### src/rtl/trd_pkg.sv
// ----------------------------------------------------------------------------
// trd_pkg
// Shared types and constants of the touch report decoder: the report job
// handed from the byte front end to the calibration back end, the
// calibration register set and the edge and register index codes.
// ----------------------------------------------------------------------------
package trd_pkg;

  // report framing
  localparam int unsigned ReportLen  = 5;
  localparam int unsigned IdxW       = 3;
  localparam logic [IdxW-1:0] LastIdx = IdxW'(ReportLen - 1);
  localparam int unsigned SyncBit    = 7;
  localparam int unsigned TouchBit   = 6;

  // field widths
  localparam int unsigned RawW       = 15;
  localparam int unsigned SpanW      = 13;
  localparam int unsigned PosW       = 16;
  localparam int unsigned CfgDataW   = 16;

  // divider: magnitude of the scaled numerator fits in 30 bits, two bits a cycle
  localparam int unsigned DivW       = 30;
  localparam int unsigned DivSteps   = DivW / 2;
  localparam int unsigned DivCntW    = 4;
  localparam int unsigned ProdW      = 30;

  // register reset values
  localparam logic [SpanW-1:0] SpanXRst    = SpanW'(640);
  localparam logic [SpanW-1:0] SpanYRst    = SpanW'(480);
  localparam logic [RawW-1:0]  CalXLowRst  = RawW'(19);
  localparam logic [RawW-1:0]  CalXHighRst = RawW'(946);
  localparam logic [RawW-1:0]  CalYLowRst  = RawW'(1001);
  localparam logic [RawW-1:0]  CalYHighRst = RawW'(62);

  // configuration register indexes
  typedef enum logic [2:0] {
    REG_SPAN_X        = 3'd0,
    REG_SPAN_Y        = 3'd1,
    REG_CAL_X_LOW     = 3'd2,
    REG_CAL_X_HIGH    = 3'd3,
    REG_CAL_Y_LOW     = 3'd4,
    REG_CAL_Y_HIGH    = 3'd5,
    REG_FLIP_X_BASE   = 3'd6,
    REG_FLIP_Y_BASE   = 3'd7
  } cfg_reg_e;

  // press/release edge codes
  typedef enum logic [1:0] {
    EDGE_NONE    = 2'd0,
    EDGE_PRESS   = 2'd1,
    EDGE_RELEASE = 2'd2
  } edge_e;

  // back end sequencer states
  typedef enum logic [2:0] {
    CS_IDLE,
    CS_MUL,
    CS_PREP,
    CS_DIV,
    CS_FIN,
    CS_DONE
  } calib_st_e;

  // one decoded report waiting for calibration
  typedef struct packed {
    logic [RawW-1:0] raw_x;
    logic [RawW-1:0] raw_y;
    logic            touching;
    edge_e           button_edge;
  } job_t;

  // calibration register set
  typedef struct packed {
    logic [SpanW-1:0] span_x;
    logic [SpanW-1:0] span_y;
    logic [RawW-1:0]  cal_x_low;
    logic [RawW-1:0]  cal_x_high;
    logic [RawW-1:0]  cal_y_low;
    logic [RawW-1:0]  cal_y_high;
    logic [PosW-1:0]  flip_x_base;
    logic [PosW-1:0]  flip_y_base;
  } cfg_t;

endpackage

### src/rtl/trd_front.sv
// ----------------------------------------------------------------------------
// trd_front
// Byte front end: collects five-byte reports, drops reports without the
// sync bit, derives touch state and press/release edge and pushes a job
// with the raw x and y readings into the queue.
// ----------------------------------------------------------------------------
module trd_front import trd_pkg::*; (
  input  logic        clk_i,
  input  logic        rst_ni,
  input  logic        in_valid_i,
  output logic        in_ready_o,
  input  logic [7:0]  rx_byte_i,
  output logic        push_o,
  input  logic        push_ready_i,
  output job_t        job_o
);

  logic [IdxW-1:0] idx_q, idx_d;
  logic [7:0]      header_q;
  logic [7:0]      body_q [3];
  logic            pressed_q, pressed_d;
  logic            accept;
  logic            last_byte;
  logic            touch;

  // only the closing byte of a synced report needs queue space
  assign last_byte  = (idx_q == LastIdx);
  assign in_ready_o = !last_byte || !header_q[SyncBit] || push_ready_i;
  assign accept     = in_valid_i && in_ready_o;
  assign push_o     = accept && last_byte && header_q[SyncBit];
  assign touch      = header_q[TouchBit];

  // byte position and touch state
  always_comb begin
    idx_d     = idx_q;
    pressed_d = pressed_q;
    if (accept) begin
      idx_d = last_byte ? '0 : idx_q + IdxW'(1);
    end
    if (push_o) begin
      pressed_d = touch;
    end
  end

  always_ff @(posedge clk_i or negedge rst_ni) begin
    if (!rst_ni) begin
      idx_q     <= '0;
      header_q  <= '0;
      pressed_q <= 1'b0;
    end else begin
      idx_q     <= idx_d;
      pressed_q <= pressed_d;
      if (accept && idx_q == '0) begin
        header_q <= rx_byte_i;
      end
    end
  end

  // report body bytes one to three; byte four is taken straight from the port
  always_ff @(posedge clk_i) begin
    if (accept && idx_q != '0 && !last_byte) begin
      body_q[2'(idx_q - IdxW'(1))] <= rx_byte_i;
    end
  end

  // job assembly, the high byte's bit 0 overlaps bit 7 of the low byte
  always_comb begin
    job_o.raw_y    = {body_q[0], 7'b0} | {7'b0, body_q[1]};
    job_o.raw_x    = {body_q[2], 7'b0} | {7'b0, rx_byte_i};
    job_o.touching = touch;
    if (touch && !pressed_q) begin
      job_o.button_edge = EDGE_PRESS;
    end else if (!touch && pressed_q) begin
      job_o.button_edge = EDGE_RELEASE;
    end else begin
      job_o.button_edge = EDGE_NONE;
    end
  end

endmodule

### src/rtl/trd_queue.sv
// ----------------------------------------------------------------------------
// trd_queue
// Small job queue between the byte front end and the calibration back end.
// ----------------------------------------------------------------------------
module trd_queue import trd_pkg::*; #(
  parameter int unsigned Depth = 2
) (
  input  logic  clk_i,
  input  logic  rst_ni,
  input  logic  push_i,
  output logic  push_ready_o,
  input  job_t  push_data_i,
  output logic  pop_valid_o,
  input  logic  pop_i,
  output job_t  pop_data_o
);

  localparam int unsigned PtrW = (Depth > 1) ? $clog2(Depth) : 1;
  localparam int unsigned CntW = $clog2(Depth + 1);
  localparam logic [PtrW-1:0] PtrLast = PtrW'(Depth - 1);

  job_t            mem_q [Depth];
  logic [PtrW-1:0] wr_ptr_q, rd_ptr_q;
  logic [CntW-1:0] cnt_q;
  logic            do_push, do_pop;

  assign push_ready_o = (cnt_q != CntW'(Depth));
  assign pop_valid_o  = (cnt_q != '0);
  assign do_push      = push_i && push_ready_o;
  assign do_pop       = pop_i && pop_valid_o;
  assign pop_data_o   = mem_q[rd_ptr_q];

  // pointers and fill count
  always_ff @(posedge clk_i or negedge rst_ni) begin
    if (!rst_ni) begin
      wr_ptr_q <= '0;
      rd_ptr_q <= '0;
      cnt_q    <= '0;
    end else begin
      if (do_push) begin
        wr_ptr_q <= (wr_ptr_q == PtrLast) ? '0 : wr_ptr_q + PtrW'(1);
      end
      if (do_pop) begin
        rd_ptr_q <= (rd_ptr_q == PtrLast) ? '0 : rd_ptr_q + PtrW'(1);
      end
      if (do_push && !do_pop) begin
        cnt_q <= cnt_q + CntW'(1);
      end else if (!do_push && do_pop) begin
        cnt_q <= cnt_q - CntW'(1);
      end
    end
  end

  // storage
  always_ff @(posedge clk_i) begin
    if (do_push) begin
      mem_q[wr_ptr_q] <= push_data_i;
    end
  end

endmodule

### src/rtl/trd_calib.sv
// ----------------------------------------------------------------------------
// trd_calib
// Calibration back end: per axis one multiply, then a two-bit-per-cycle restoring
// divide for span*(raw-low)/(high-low) rounded half up and truncated toward zero
// (raw passed through if low equals high), then optional flip; x first, then y.
// ----------------------------------------------------------------------------
module trd_calib import trd_pkg::*; (
  input  logic             clk_i,
  input  logic             rst_ni,
  input  cfg_t             cfg_i,
  input  logic             job_valid_i,
  output logic             job_pop_o,
  input  job_t             job_i,
  output logic             out_valid_o,
  input  logic             out_ready_i,
  output logic [PosW-1:0]  x_pos_o,
  output logic [PosW-1:0]  y_pos_o,
  output logic             touching_o,
  output logic [1:0]       button_edge_o
);

  calib_st_e              state_q, state_d;
  job_t                   job_q;
  logic                   axis_q;
  logic signed [ProdW-1:0] prod_q;
  logic signed [PosW-1:0] diff_q;
  logic [DivW-1:0]        dvd_q;
  logic [PosW-1:0]        den_q;
  logic [PosW-1:0]        rem_q;
  logic                   neg_q;
  logic [DivCntW-1:0]     cnt_q;
  logic [PosW-1:0]        x_work_q;
  logic                   out_valid_q;
  logic [PosW-1:0]        x_pos_q, y_pos_q;
  logic                   touching_q;
  edge_e                  edge_q;

  logic [RawW-1:0]        raw;
  logic [SpanW-1:0]       span;
  logic [RawW-1:0]        lo, hi;
  logic [PosW-1:0]        flip;
  logic signed [PosW-1:0] raw_off;
  logic signed [31:0]     num, num_adj;
  logic [31:0]            num_mag;
  logic [PosW-1:0]        diff_mag;
  logic [PosW:0]          t1, t2;
  logic                   ge1, ge2;
  logic [PosW-1:0]        r1, r2;
  logic [PosW-1:0]        q_val, v_fin;
  logic                   load_out;

  // axis operand select
  always_comb begin
    raw  = axis_q ? job_q.raw_y       : job_q.raw_x;
    span = axis_q ? cfg_i.span_y      : cfg_i.span_x;
    lo   = axis_q ? cfg_i.cal_y_low   : cfg_i.cal_x_low;
    hi   = axis_q ? cfg_i.cal_y_high  : cfg_i.cal_x_high;
    flip = axis_q ? cfg_i.flip_y_base : cfg_i.flip_x_base;
  end

  assign raw_off = $signed({1'b0, raw}) - $signed({1'b0, lo});

  // numerator 2n + d with the divisor sign folded in
  always_comb begin
    num      = $signed({prod_q[ProdW-1], prod_q, 1'b0}) + 32'(diff_q);
    num_adj  = diff_q[PosW-1] ? -num : num;
    num_mag  = num_adj[31] ? 32'(-num_adj) : 32'(num_adj);
    diff_mag = diff_q[PosW-1] ? PosW'(-diff_q) : PosW'(diff_q);
  end

  // two restoring divide steps
  always_comb begin
    t1  = {rem_q, dvd_q[DivW-1]};
    ge1 = (t1 >= {1'b0, den_q});
    r1  = ge1 ? PosW'(t1 - {1'b0, den_q}) : t1[PosW-1:0];
    t2  = {r1, dvd_q[DivW-2]};
    ge2 = (t2 >= {1'b0, den_q});
    r2  = ge2 ? PosW'(t2 - {1'b0, den_q}) : t2[PosW-1:0];
  end

  // sign restore and flip
  always_comb begin
    q_val = neg_q ? PosW'(-dvd_q[PosW-1:0]) : dvd_q[PosW-1:0];
    v_fin = (flip != '0) ? PosW'(flip - q_val) : q_val;
  end

  // sequencer next state and handshakes
  always_comb begin
    state_d   = state_q;
    job_pop_o = 1'b0;
    load_out  = 1'b0;
    case (state_q)
      CS_IDLE: begin
        if (job_valid_i) begin
          job_pop_o = 1'b1;
          state_d   = CS_MUL;
        end
      end
      CS_MUL: begin
        state_d = (lo == hi) ? CS_FIN : CS_PREP;
      end
      CS_PREP: begin
        state_d = CS_DIV;
      end
      CS_DIV: begin
        if (cnt_q == DivCntW'(DivSteps - 1)) begin
          state_d = CS_FIN;
        end
      end
      CS_FIN: begin
        state_d = axis_q ? CS_DONE : CS_MUL;
      end
      CS_DONE: begin
        if (!out_valid_q || out_ready_i) begin
          load_out = 1'b1;
          state_d  = CS_IDLE;
        end
      end
      default: begin
        state_d = CS_IDLE;
      end
    endcase
  end

  always_ff @(posedge clk_i or negedge rst_ni) begin
    if (!rst_ni) begin
      state_q     <= CS_IDLE;
      out_valid_q <= 1'b0;
    end else begin
      state_q <= state_d;
      if (load_out) begin
        out_valid_q <= 1'b1;
      end else if (out_ready_i) begin
        out_valid_q <= 1'b0;
      end
    end
  end

  // datapath
  always_ff @(posedge clk_i) begin
    case (state_q)
      CS_IDLE: begin
        job_q  <= job_i;
        axis_q <= 1'b0;
      end
      CS_MUL: begin
        // raw mode passes the reading through the divider registers untouched
        prod_q <= $signed(ProdW'(span)) * ProdW'(raw_off);
        diff_q <= $signed({1'b0, hi}) - $signed({1'b0, lo});
        dvd_q  <= DivW'(raw);
        neg_q  <= 1'b0;
      end
      CS_PREP: begin
        neg_q <= num_adj[31];
        dvd_q <= num_mag[DivW-1:0];
        den_q <= {diff_mag[PosW-2:0], 1'b0};
        rem_q <= '0;
        cnt_q <= '0;
      end
      CS_DIV: begin
        dvd_q <= {dvd_q[DivW-3:0], ge1, ge2};
        rem_q <= r2;
        cnt_q <= cnt_q + DivCntW'(1);
      end
      CS_FIN: begin
        axis_q <= 1'b1;
        if (!axis_q) begin
          x_work_q <= v_fin;
        end else begin
          y_pos_q <= v_fin;
        end
      end
      default: begin
      end
    endcase
  end

  // output register
  always_ff @(posedge clk_i) begin
    if (load_out) begin
      x_pos_q    <= x_work_q;
      touching_q <= job_q.touching;
      edge_q     <= job_q.button_edge;
    end
  end

  // y is parked in y_pos_q before load; hold it separately from the output
  logic [PosW-1:0] y_out_q;
  always_ff @(posedge clk_i) begin
    if (load_out) begin
      y_out_q <= y_pos_q;
    end
  end

  assign out_valid_o   = out_valid_q;
  assign x_pos_o       = x_pos_q;
  assign y_pos_o       = y_out_q;
  assign touching_o    = touching_q;
  assign button_edge_o = edge_q;

endmodule

### src/rtl/touch_report_decoder_unit.sv
// Flow: the fifth byte of a synced report queues a job; the back end pops it,
//   works x then y (an axis in raw mode skips the divide) and loads the output.
// Throughput: one byte per cycle while the job queue has room; the back end takes
//   one report at a time through the shared 2-bit-per-cycle divider (one multiply,
//   one prep, the divide steps and one finish per axis, plus pop and load).
// Reset: asynchronous, active low; state and config regs reset, no clearing pass.
// ----------------------------------------------------------------------------
// touch_report_decoder_unit
// Five-byte touch report decoder with per-axis calibration and flip.
// ----------------------------------------------------------------------------
module touch_report_decoder_unit import trd_pkg::*; #(
  parameter int unsigned QueueDepth = 2
) (
  input  logic                clk_i,
  input  logic                rst_ni,
  input  logic                in_valid_i,
  output logic                in_ready_o,
  input  logic [7:0]          rx_byte_i,
  output logic                out_valid_o,
  input  logic                out_ready_i,
  output logic [PosW-1:0]     x_pos_o,
  output logic [PosW-1:0]     y_pos_o,
  output logic                touching_o,
  output logic [1:0]          button_edge_o,
  input  logic                cfg_we_i,
  input  logic [2:0]          cfg_idx_i,
  input  logic [CfgDataW-1:0] cfg_data_i
);

  cfg_t cfg_q;
  job_t front_job, queue_job;
  logic q_push, q_push_ready, q_pop_valid, q_pop;

  // calibration registers
  always_ff @(posedge clk_i or negedge rst_ni) begin
    if (!rst_ni) begin
      cfg_q.span_x      <= SpanXRst;
      cfg_q.span_y      <= SpanYRst;
      cfg_q.cal_x_low   <= CalXLowRst;
      cfg_q.cal_x_high  <= CalXHighRst;
      cfg_q.cal_y_low   <= CalYLowRst;
      cfg_q.cal_y_high  <= CalYHighRst;
      cfg_q.flip_x_base <= '0;
      cfg_q.flip_y_base <= '0;
    end else if (cfg_we_i) begin
      case (cfg_reg_e'(cfg_idx_i))
        REG_SPAN_X:      cfg_q.span_x      <= cfg_data_i[SpanW-1:0];
        REG_SPAN_Y:      cfg_q.span_y      <= cfg_data_i[SpanW-1:0];
        REG_CAL_X_LOW:   cfg_q.cal_x_low   <= cfg_data_i[RawW-1:0];
        REG_CAL_X_HIGH:  cfg_q.cal_x_high  <= cfg_data_i[RawW-1:0];
        REG_CAL_Y_LOW:   cfg_q.cal_y_low   <= cfg_data_i[RawW-1:0];
        REG_CAL_Y_HIGH:  cfg_q.cal_y_high  <= cfg_data_i[RawW-1:0];
        REG_FLIP_X_BASE: cfg_q.flip_x_base <= cfg_data_i;
        REG_FLIP_Y_BASE: cfg_q.flip_y_base <= cfg_data_i;
        default: begin
        end
      endcase
    end
  end

  // byte front end
  trd_front u_front (
    .clk_i,
    .rst_ni,
    .in_valid_i,
    .in_ready_o,
    .rx_byte_i,
    .push_o       (q_push),
    .push_ready_i (q_push_ready),
    .job_o        (front_job)
  );

  // job queue
  trd_queue #(
    .Depth (QueueDepth)
  ) u_queue (
    .clk_i,
    .rst_ni,
    .push_i       (q_push),
    .push_ready_o (q_push_ready),
    .push_data_i  (front_job),
    .pop_valid_o  (q_pop_valid),
    .pop_i        (q_pop),
    .pop_data_o   (queue_job)
  );

  // calibration back end
  trd_calib u_calib (
    .clk_i,
    .rst_ni,
    .cfg_i         (cfg_q),
    .job_valid_i   (q_pop_valid),
    .job_pop_o     (q_pop),
    .job_i         (queue_job),
    .out_valid_o,
    .out_ready_i,
    .x_pos_o,
    .y_pos_o,
    .touching_o,
    .button_edge_o
  );

  // checks
  a_no_overflow: assert property (@(posedge clk_i) disable iff (!rst_ni)
    q_push |-> q_push_ready)
    else $error("job pushed into a full queue");

  a_no_underflow: assert property (@(posedge clk_i) disable iff (!rst_ni)
    q_pop |-> q_pop_valid)
    else $error("job popped from an empty queue");

  a_press_touch: assert property (@(posedge clk_i) disable iff (!rst_ni)
    (out_valid_o && button_edge_o == EDGE_PRESS) |-> touching_o)
    else $error("press edge without touch");

  a_release_touch: assert property (@(posedge clk_i) disable iff (!rst_ni)
    (out_valid_o && button_edge_o == EDGE_RELEASE) |-> !touching_o)
    else $error("release edge while touching");

endmodule
### config.mk
export PLATFORM = sky130hd
export DESIGN_NAME = touch_report_decoder_unit
export DESIGN_NICKNAME = d
export VERILOG_FILES = /design/src/rtl/trd_pkg.sv /design/src/rtl/trd_front.sv /design/src/rtl/trd_queue.sv /design/src/rtl/trd_calib.sv /design/src/rtl/touch_report_decoder_unit.sv
export SDC_FILE = /design/constraint.sdc
export NUM_CORES = 1
export LEC_CHECK = 0
export ABC_AREA = 1
export BUFFER_PORTS_ARGS = -buffer_cell sky130_fd_sc_hd__buf_2
export CAP_MARGIN = 0
export CORE_MARGIN = 10
export CORE_UTILIZATION = 35
export CTS_CLUSTER_DIAMETER = 30
export CTS_CLUSTER_SIZE = 8
export DETAILED_ROUTE_END_ITERATION = 16
export GPL_TIMING_DRIVEN = 0
export PLACE_DENSITY_LB_ADDON = 0.05
export SYNTH_ARGS = -nofsm -noshare
export SYNTH_HDL_FRONTEND = slang
export SYNTH_SLANG_ARGS = --single-unit
### constraint.sdc
create_clock -name clk_i -period 20.4 [get_ports clk_i]
set_input_delay 4.08 -clock clk_i [delete_from_list [all_inputs] [get_ports clk_i]]
set_output_delay 4.08 -clock clk_i [all_outputs]
set_load 0.02 [all_outputs]
==> run metrics, run 1 <==
outcome=finished clean; top cell type's share of synthesized area=28.15%; area grow syn2layout=17.48%; Mapped Cells=3770; worst setup path class=register to register; n_diodes=0; vias=around 25000; clk slew on worst S/H paths=50 ps; Post-synth top cells=1001 x nand2_1, 600 x inv_1, 303 x edfxtp_1; clk_lat worst skew=670 ps; r2r startpoint=u_calib.axis_q; most numerous cell in the Yosys netlist=nand2_1; synthesized flop and latch total=roughly 440; asr flop ratio synth=a little under a third; critical path required time=20780 ps; slowest CP cell=clkbuf_1; CP startpoint=u_calib.axis_q; first-pass GRT wire length=143900 um; Tightest Pin Transition=1298 ps; Avg Inst Size Synth=~8.6 um2; drt first-iter violations=roughly 1400; Initial Utilization=35.26%; Synth Warn #=0; worst slew margin relative to its limit=12.90%; die width=323.9 um; Fin Setup TNS=0 ps; Pre-antenna DRT Iters=5; IO Port Bufs=slightly below 70; non-filler cells in the finished layout=5233; routed len/inst=17.55 um; final setup fails=0; CP arrival=12540 ps; dpl cells=5037; Hold Path Depth=0; Reg2Reg Capture Point=u_calib.prod_q[28]; TritonCTS Buffers=between 100 and 150; Distinct cells, synth=between 60 and 70; fin worst setup slack=~8200 ps; crit-path leading delay family=adder cells; cts hold-fix bufs=0; Max-Cap Viols=0; RSZ-0062 raised after global routing=false; Post-CTS Setup Repair Bufs=0; Boundary Pins=a little under 70; gpl congestion=0.8451; Reg area=~12000 um2; post-CTS sizing=0; clk_skew=42.15 ps; worst reg2reg setup slack=8240 ps; register area share after synthesis=38.48%; CP Buf/Inv Count=12; HPWL after DPL=roughly 74000 um; Max H-tree Level=3; Hold Crit Start=u_calib.job_q[0]; Max Buffers Root-to-Sink=3; largest cells by area after synthesis=edfxtp_1 28%, fa_1 13%, nand2_1 12%; drt total wl=91850 um; Vias/cell=4.762; largest net degree at the start of global routing=just over 80; NumNets Final=4388; Startpoint Class=register; full die area=104900 um2; Max Freq=approximately 82 MHz; depth of the worst register-to-register path=45; number of global-route vias before repair=25330; CTS tree=yes; Std-Cell Core Area=roughly 90000 um2; Worst path most repeated cell=nand2_1; Clock Root Buffer=clkbuf_16; post-synth top area cell=edfxtp_1; Netlist Area Pre-Place=32320 um2; clk sinks=435; FP Rows=111; Final period util=~60%; grt ovf=0; number of flops mapped to enable cells by yosys=between 300 and 400; Hold Vio Cnt, Final=0; Crit path largest cell delay=710 ps; detailed-route DRC error count=0; fillers=9384; GRT Total Usage=17.75%; post-route ant nets=0; HP Class=register to register; layout cell share with drive strength beyond 1=10.35%; min Tclk post-route=12160 ps; CP endpoint kind=register; syn_nets=4201; Die Y=~320 um; CP Max Fanout=10; Top FF cell, synth=edfxtp_1; final core occ=between 40% and 50%; Worst Setup Slack post-DPL=8261 ps; Hold Path Sink=u_calib.button_edge_o[0]; antenna violations before repair=7; multi-input logic area=17230 um2; Max Slew Vio Count=0
-- registers in the layout (all words and copies together), names as in the netlist, 2 cells and up --
register,count
u_calib.prod_q,30
u_calib.x_pos_o,16
u_calib.y_pos_q,16
u_calib.job_q,33
u_front.body_q,24
u_calib.cnt_q,4
u_calib.button_edge_o,2
u_calib.rem_q,16
u_calib.den_q,15
u_calib.dvd_q,30
u_queue.cnt_q,2
u_calib.x_work_q,16
cfg_q,118
u_calib.state_q,3
u_front.header_q,2
u_calib.diff_q,16
u_front.idx_q,3
u_calib.y_pos_o,16
u_queue.mem_q,66
-- cells in the final DEF (no fill, tap or decap), types with 72 or more instances in the layout --
cell       count
nand2_1     1001
nor2_1       290
edfxtp_1     303
inv_1        600
dfrtp_1      105
o21ai_0      219
nand3_1      167
ha_1         191
a21oi_1      164
xor2_1        72
clkbuf_16    105
clkbuf_1      78
fa_1         208
-- cells by family (layout without fill, tap and decap cells) --
logic type               after synthesis  in the layout  share of synthesized area [%]
AND/OR/NAND/NOR                     1613           1613                          20.94
buffers and inverters                704            981                          8.385
AO/OA/AOI/OAI                        482            482                          8.126
flip-flops                           435            435                          38.48
adder cells (fa/ha/maj)              399            399                          20.28
XOR/XNOR                             118            118                          3.198
multiplexers                          19             19                         0.5961
-- area by class of cell --
type / instances / share of cell area (%)
multi-input combinational: 2631 / 45.36
sequential: 435 / 32.75
clock buffer: 122 / 7.193
tap: 1186 / 3.908
timing repair buffer: 81 / 1.552
buffer: 82 / 0.9754
clock inverter: 74 / 2.096
inverter: 622 / 6.162
-- worst max-delay path by stage --
| stage | end | depth (start not counted) |
|---|---|---|
| 3_5_place_dp | u_calib.prod_q[29] | 46 |
| 3_3_place_gp | u_calib.prod_q[29] | 46 |
| 6_report | u_calib.prod_q[28] | 45 |
| 4_1_cts | u_calib.prod_q[29] | 46 |
| 5_1_grt | u_calib.prod_q[29] | 46 |
| 2_1_floorplan | u_calib.prod_q[29] | 46 |
-- layer usage --
| layer | vias to the layer above | part of all wire, % | track usage [%] |
|---|---|---|---|
| li1 | 12500 | - | - |
| met1 | 11880 | 46 | 23.30 |
| met2 | 399 | 48 | 29.84 |
| met3 | 141 | 3.9 | 2.866 |
| met4 | 4 | 2.5 | 5.292 |
| met5 | - | 0.029 | 0 |
-- through the flow --
step,area (um2),hold WS [ps]
after floorplan,32320,400.3
after detailed placement,34440,404.5
after CTS,37970,411.3
final,37970,407.5
after global routing,37970,409.5
after global placement,34150,402.0
Power of run 1 is left out: the tool's default activity adds up to more than one toggle a clock period on the data nets, which glitch-free logic cannot reach.
==> run 2, diff against run 1 <==
Settings changed: ABC_AREA 1 to 0.
Clock period 20.4 ns to 11.1 ns, I/O delays scaled along.
==> run 2 against run 1 <==
Compared with the run above:
- register-to-register slack lost 7700 ps
- sequential cell count is the same
- largest cell class unchanged
- area after synthesis shrank 1.5%
- final cell count shrank 16%
- sequential share of layout area is essentially flat
- utilization grew 0.64 points
- global-route usage shrank 0.44 points
- first-iteration DRC count shrank 26%
- non-clock buffer count is the same
- critical path type unchanged
- clock skew grew 15 ps
- highest routed layer is now met4
- worst hold slack gained 4.4 ps
- critical path depth shrank 4
==> run metrics, run 2 <==
die width=321.6 um (-0.70%); asr flop ratio synth=30.34% (unchanged); full die area=103400 um2 (-1.4%); Max-Cap Viols=0 (unchanged); worst reg2reg setup slack=550 ps (-7700 ps); clk_lat worst skew=680 ps (about the same); CP Buf/Inv Count=8 (-4); critical path required time=11450 ps (-9330 ps); Std-Cell Core Area=90150 um2 (-1.7%); Max Buffers Root-to-Sink=3 (unchanged); outcome=finished clean; Synth Warn #=0 (unchanged); Most flops, register=cfg_q; clk slew on worst S/H paths=40 ps (about the same); Final period util=95.08% (+35 points); detailed-route DRC error count=0 (unchanged); worst slew margin relative to its limit=16.50% (+3.6 points); Boundary Pins=69 (unchanged); final setup fails=0 (unchanged); TritonCTS Buffers=104 (unchanged); fin worst setup slack=545.9 ps (-7699 ps); number of global-route vias before repair=23200 (-8.4%); Hold Path Depth=0 (unchanged); Mapped Cells=2924 (-22%); Tightest Pin Transition=1253 ps (-45.21 ps); Clock Root Buffer=clkbuf_16; Startpoint Class=register; Post-synth top cells=344 x inv_1, 303 x edfxtp_1, 235 x nand2_1; FP Rows=110 (-0.90%); Hold Vio Cnt, Final=0 (unchanged); CP Max Fanout=10 (unchanged); Reg area=12440 um2 (unchanged); Top FF cell, synth=edfxtp_1; Die Y=321.6 um (-0.70%); clk sinks=435 (unchanged); largest net degree at the start of global routing=73 (-9.9%); synthesized flop and latch total=435 (unchanged); syn_nets=3355 (-20%); number of flops mapped to enable cells by yosys=303 (unchanged); Crit path largest cell delay=560 ps (-150 ps); GRT Total Usage=17.31% (-0.44 points); Worst path most repeated cell=fa_1; worst setup path class=register to register; IO Port Bufs=64 (-5.9%); drt total wl=88760 um (-3.4%); critical path depth=41 (-8.9%); HP Class=register to register; depth of the worst register-to-register path=41 (-8.9%); routed len/inst=20.28 um (+16%); slowest CP cell=fa_1; layout cell share with drive strength beyond 1=18.41% (+8.1 points); CTS tree=yes; HPWL after DPL=69910 um (-5.6%); Max H-tree Level=3 (unchanged); Pre-antenna DRT Iters=5 (unchanged); top cell type's share of synthesized area=28.58% (+0.43 points); Cell Area, Placed=33820 um2 (-1.8%); Fin Setup TNS=0 ps (unchanged); drt first-iter violations=1003 (-26%); area grow syn2layout=19.10%; min Tclk post-route=10550 ps (-1601 ps); grt ovf=0 (unchanged); register area share after synthesis=39.06% (+0.58 points); NumNets Final=3540 (-19%); most numerous cell in the Yosys netlist=inv_1; max reg flops=118 (unchanged); commonest non-fill, non-tap cells in the layout=343 x inv_1, 303 x edfxtp_1, 234 x nand2_1; Initial Utilization=35.32% (+0.056 points); Post-Layout Inst Area=37920 um2 (-0.14%); Max Slew Vio Count=0 (unchanged); gpl congestion=0.8662 (+2.5%); Max Freq=94.75 MHz (+15%); largest cells by area after synthesis=edfxtp_1 29%, fa_1 13%, dfrtp_1 8.3%; antenna violations before repair=14 (+7); multi-input logic area=18040 um2 (+4.7%); post-route ant nets=0 (unchanged); CP endpoint kind=register; Avg Inst Size Synth=10.89 um2 (+27%); WHS=411.9 ps (+4.388 ps); CP arrival=10910 ps (-1630 ps); Vias/cell=5.018 (+5.4%); fillers=8634 (-8.0%); Worst Setup Slack post-DPL=-3239 ps (-11500 ps); Distinct cells, synth=92 (+46%); crit-path leading delay family=adder cells; first-pass GRT wire length=137500 um (-4.4%); vias=21960 (-12%); clk_skew=57.37 ps (+15.23 ps); Largest regs=cfg_q (118), u_queue.mem_q (66), u_calib.job_q (33); commonest non-fill, non-tap cell in the layout=inv_1; cts hold-fix bufs=0 (unchanged); post-synth top area cell=edfxtp_1; Netlist Area Pre-Place=31840 um2 (-1.5%)
run 2: final cells by class:
cell class | count | area share (%)
Antenna cell | 1 | 0.006600
Buffer | 83 | 1.039
Clock buffer | 122 | 7.147
Clock inverter | 74 | 2.759
Inverter | 344 | 3.405
Multi-Input combinational cell | 2061 | 47.58
Sequential cell | 435 | 32.80
Tap cell | 1176 | 3.881
Timing Repair Buffer | 80 | 1.389
run 2: metal layers:
layer	GRT usage, %	vias to the layer above	part of all wire [%]
met5	0	-	0
met3	2.556	103	3.3
met4	4.601	0	2.0
met2	29.89	310	49
met1	22.39	10980	45
li1	-	10560	-
run 2: per-stage QoR:
stage	util, %	instances
3_3_place_gp	37.30	4164
5_1_grt	42.06	4375
2_1_floorplan	-	2924
3_5_place_dp	37.51	4173
6_report	42.06	4376
4_1_cts	41.88	4370
run 2: path summary, 6_finish.rpt:
| check | start | endpoint |
|---|---|---|
| worst min register to register | u_calib.x_work_q[10] | u_calib.x_pos_o[10] |
| worst max-delay path | u_calib.axis_q | u_calib.prod_q[27] |
| min in group asynchronous | rst_ni | u_front.idx_q[1] |
| worst min-delay path | u_calib.x_work_q[10] | u_calib.x_pos_o[10] |
| max in group asynchronous | rst_ni | cfg_q[71] |
| worst max register to register | u_calib.axis_q | u_calib.prod_q[27] |
run 2: cells by family after synthesis:
logic type	Yosys count	synth area share, %
simple gates	749	11.35
compound gates	463	9.483
flops	435	39.06
buf+inv	428	5.144
fa+ha+maj	399	20.58
mux	263	9.121
xor+xnor	187	5.262
run 2: repair_timing:
action / 4_1_cts / 5_1_grt
hold endpoints to repair: 0 / 0
setup buffers: 2 / 5
setup endpoints to repair: 19 / 8
resized for setup: 41 / 24
pin swaps: 0 / 3
Power of run 2 is left out for the same reason.
==> run 3, diff against run 2 <==
Settings changed: ABC_AREA 0 to 1, BUFFER_PORTS_ARGS -buffer_cell sky130_fd_sc_hd__buf_2 to default, CTS_CLUSTER_DIAMETER 30 to 80, DONT_BUFFER_PORTS from default to 1.
==> run 3 against run 2 <==
Compared with the run above:
- design area fell by 5.1%
- sequential share of layout area rose by 1.7 points
- critical endpoint is now u_calib.prod_q[28]
- largest cell class unchanged
- highest routed layer unchanged
- setup slack improved by 40 ps
==> run metrics, run 3 (synthesis results as in run 1) <==
outcome=finished clean; worst setup path class=register to register; GRT Total Usage=17.72% (+0.41 points); Clock Root Buffer=clkbuf_16; detailed-route DRC error count=0 (unchanged); Worst Setup Slack post-DPL=-1039 ps (+2200 ps); Startpoint Class=register; vias=24290 (+11%); clk_lat worst skew=640 ps (-40 ps); Max Freq=95.11 MHz (+0.38%); max reg flops=118 (unchanged); clk sinks=435 (unchanged); IO Port Bufs=0 (-100%); critical path required time=11460 ps (about the same); Die Y=323.9 um (+0.71%); Final period util=94.72% (-0.36 points); Hold Path Depth=0 (unchanged); Max-Cap Viols=0 (unchanged); Max Slew Vio Count=0 (unchanged); Largest regs=cfg_q (118), u_queue.mem_q (66), u_calib.job_q (33); antenna violations before repair=1 (-13); clk_skew=22.98 ps (-34.39 ps); FP Rows=111 (+0.91%); Std-Cell Core Area=91660 um2 (+1.7%); CP startpoint=u_calib.axis_q; gpl congestion=0.8105 (-6.4%); Hold Crit Start=u_calib.x_work_q[11]; Post-Layout Inst Area=36000 um2 (-5.1%); CP arrival=10880 ps (-30 ps); r2r startpoint=u_calib.axis_q; Vias/cell=4.773 (-4.9%); grt ovf=0 (unchanged); first-pass GRT wire length=144000 um (+4.7%); multi-input logic area=17270 um2 (-4.3%); Max Buffers Root-to-Sink=3 (unchanged); slowest CP cell=fa_1; Crit path largest cell delay=550 ps (about the same); CP Max Fanout=10 (unchanged); CTS tree=yes; CP endpoint kind=register; Hold Vio Cnt, Final=0 (unchanged); commonest non-fill, non-tap cell in the layout=nand2_1; Worst path most repeated cell=fa_1; WHS=412.3 ps (+0.4350 ps); TritonCTS Buffers=61 (-41%); drt first-iter violations=1423 (+42%); min Tclk post-route=10510 ps (-39.74 ps); RSZ-0062 raised after global routing=false; fillers=9569 (+11%); full die area=104900 um2 (+1.4%); routed len/inst=18.19 um (-10%); worst reg2reg setup slack=590 ps (+40 ps); HP Class=register to register; drt total wl=92590 um (+4.3%); Reg2Reg Capture Point=u_calib.prod_q[28]; die width=323.9 um (+0.71%); Hold Path Sink=u_calib.x_pos_o[11]; largest net degree at the start of global routing=133 (+82%); final setup fails=0 (unchanged); area grow syn2layout=11.38%; Max H-tree Level=2 (-1); fin worst setup slack=585.6 ps (+39.74 ps); commonest non-fill, non-tap cells in the layout=1000 x nand2_1, 599 x inv_1, 303 x edfxtp_1; Most flops, register=cfg_q; Boundary Pins=69 (unchanged); NumNets Final=4282 (+21%); Pre-antenna DRT Iters=8 (+3); number of global-route vias before repair=24450 (+5.4%); post-route ant nets=0 (unchanged); depth of the worst register-to-register path=38 (-7.3%); Fin Setup TNS=0 ps (unchanged); Tightest Pin Transition=1321 ps (+68.54 ps); clk slew on worst S/H paths=60 ps (+20 ps); HPWL after DPL=74760 um (+6.9%); worst slew margin relative to its limit=11.34% (-5.2 points); Cell Area, Placed=34050 um2 (+0.70%); Reg area=12440 um2 (unchanged); layout cell share with drive strength beyond 1=7.020% (-11 points); Initial Utilization=35.26% (-0.056 points)
==> run 3: worst max-delay path by stage <==
stage,end,slack (ps),cells past startpoint
2_1_floorplan,u_calib.prod_q[29],1990,46
6_report,u_calib.prod_q[28],590,38
3_5_place_dp,u_calib.prod_q[29],-1040,46
5_1_grt,u_calib.prod_q[28],10,46
3_3_place_gp,u_calib.prod_q[29],-1080,46
4_1_cts,u_calib.prod_q[29],90,46
==> run 3: layout make-up <==
class / count / area share (%)
Clock buffer: 111 / 4.876
Clock inverter: 4 / 0.2051
Tap cell: 1186 / 4.122
Buffer: 81 / 1.057
Sequential cell: 435 / 34.55
Antenna cell: 1 / 0.006951
Timing Repair Buffer: 19 / 0.6951
Inverter: 622 / 6.510
Multi-Input combinational cell: 2631 / 47.98
==> run 3: routing by layer <==
metal / global-route usage, % / vias up / wire length [um]
li1: - / 12220 / -
met3: 1.782 / 104 / 2706
met5: 0 / - / 0
met1: 24.15 / 11630 / 43120
met4: 3.875 / 0 / 1840
met2: 30.19 / 345 / 44920
==> run 3: metrics by stage <==
step	util (%)	std cells
3_3_place_gp	36.88	4956
6_report	39.27	5090
2_1_floorplan	-	3770
5_1_grt	39.27	5089
3_5_place_dp	37.15	4968
4_1_cts	39.17	5083
==> run 3: repair_timing <==
action,in CTS,in global routing
pin swaps,0,2
resized for setup,10,14
buffers inserted,0,7
setup endpoints to repair,12,8
endpoints found under the hold margin,0,0
hold buffers,0,0
==> run 3: worst max-delay path: cells and delay by family (launching register included) <==
family / cells / cell delay (ps)
AOI/OAI and AO/OA: 11 / 2580
xor gates and xnor gates: 2 / 470
adders and majority gates: 8 / 3870
buffers and inverters: 9 / 1640
DFF: 1 / 530
muxes: 1 / 540
and+or+nand+nor: 7 / 590
Power of run 3 is left out for the same reason.
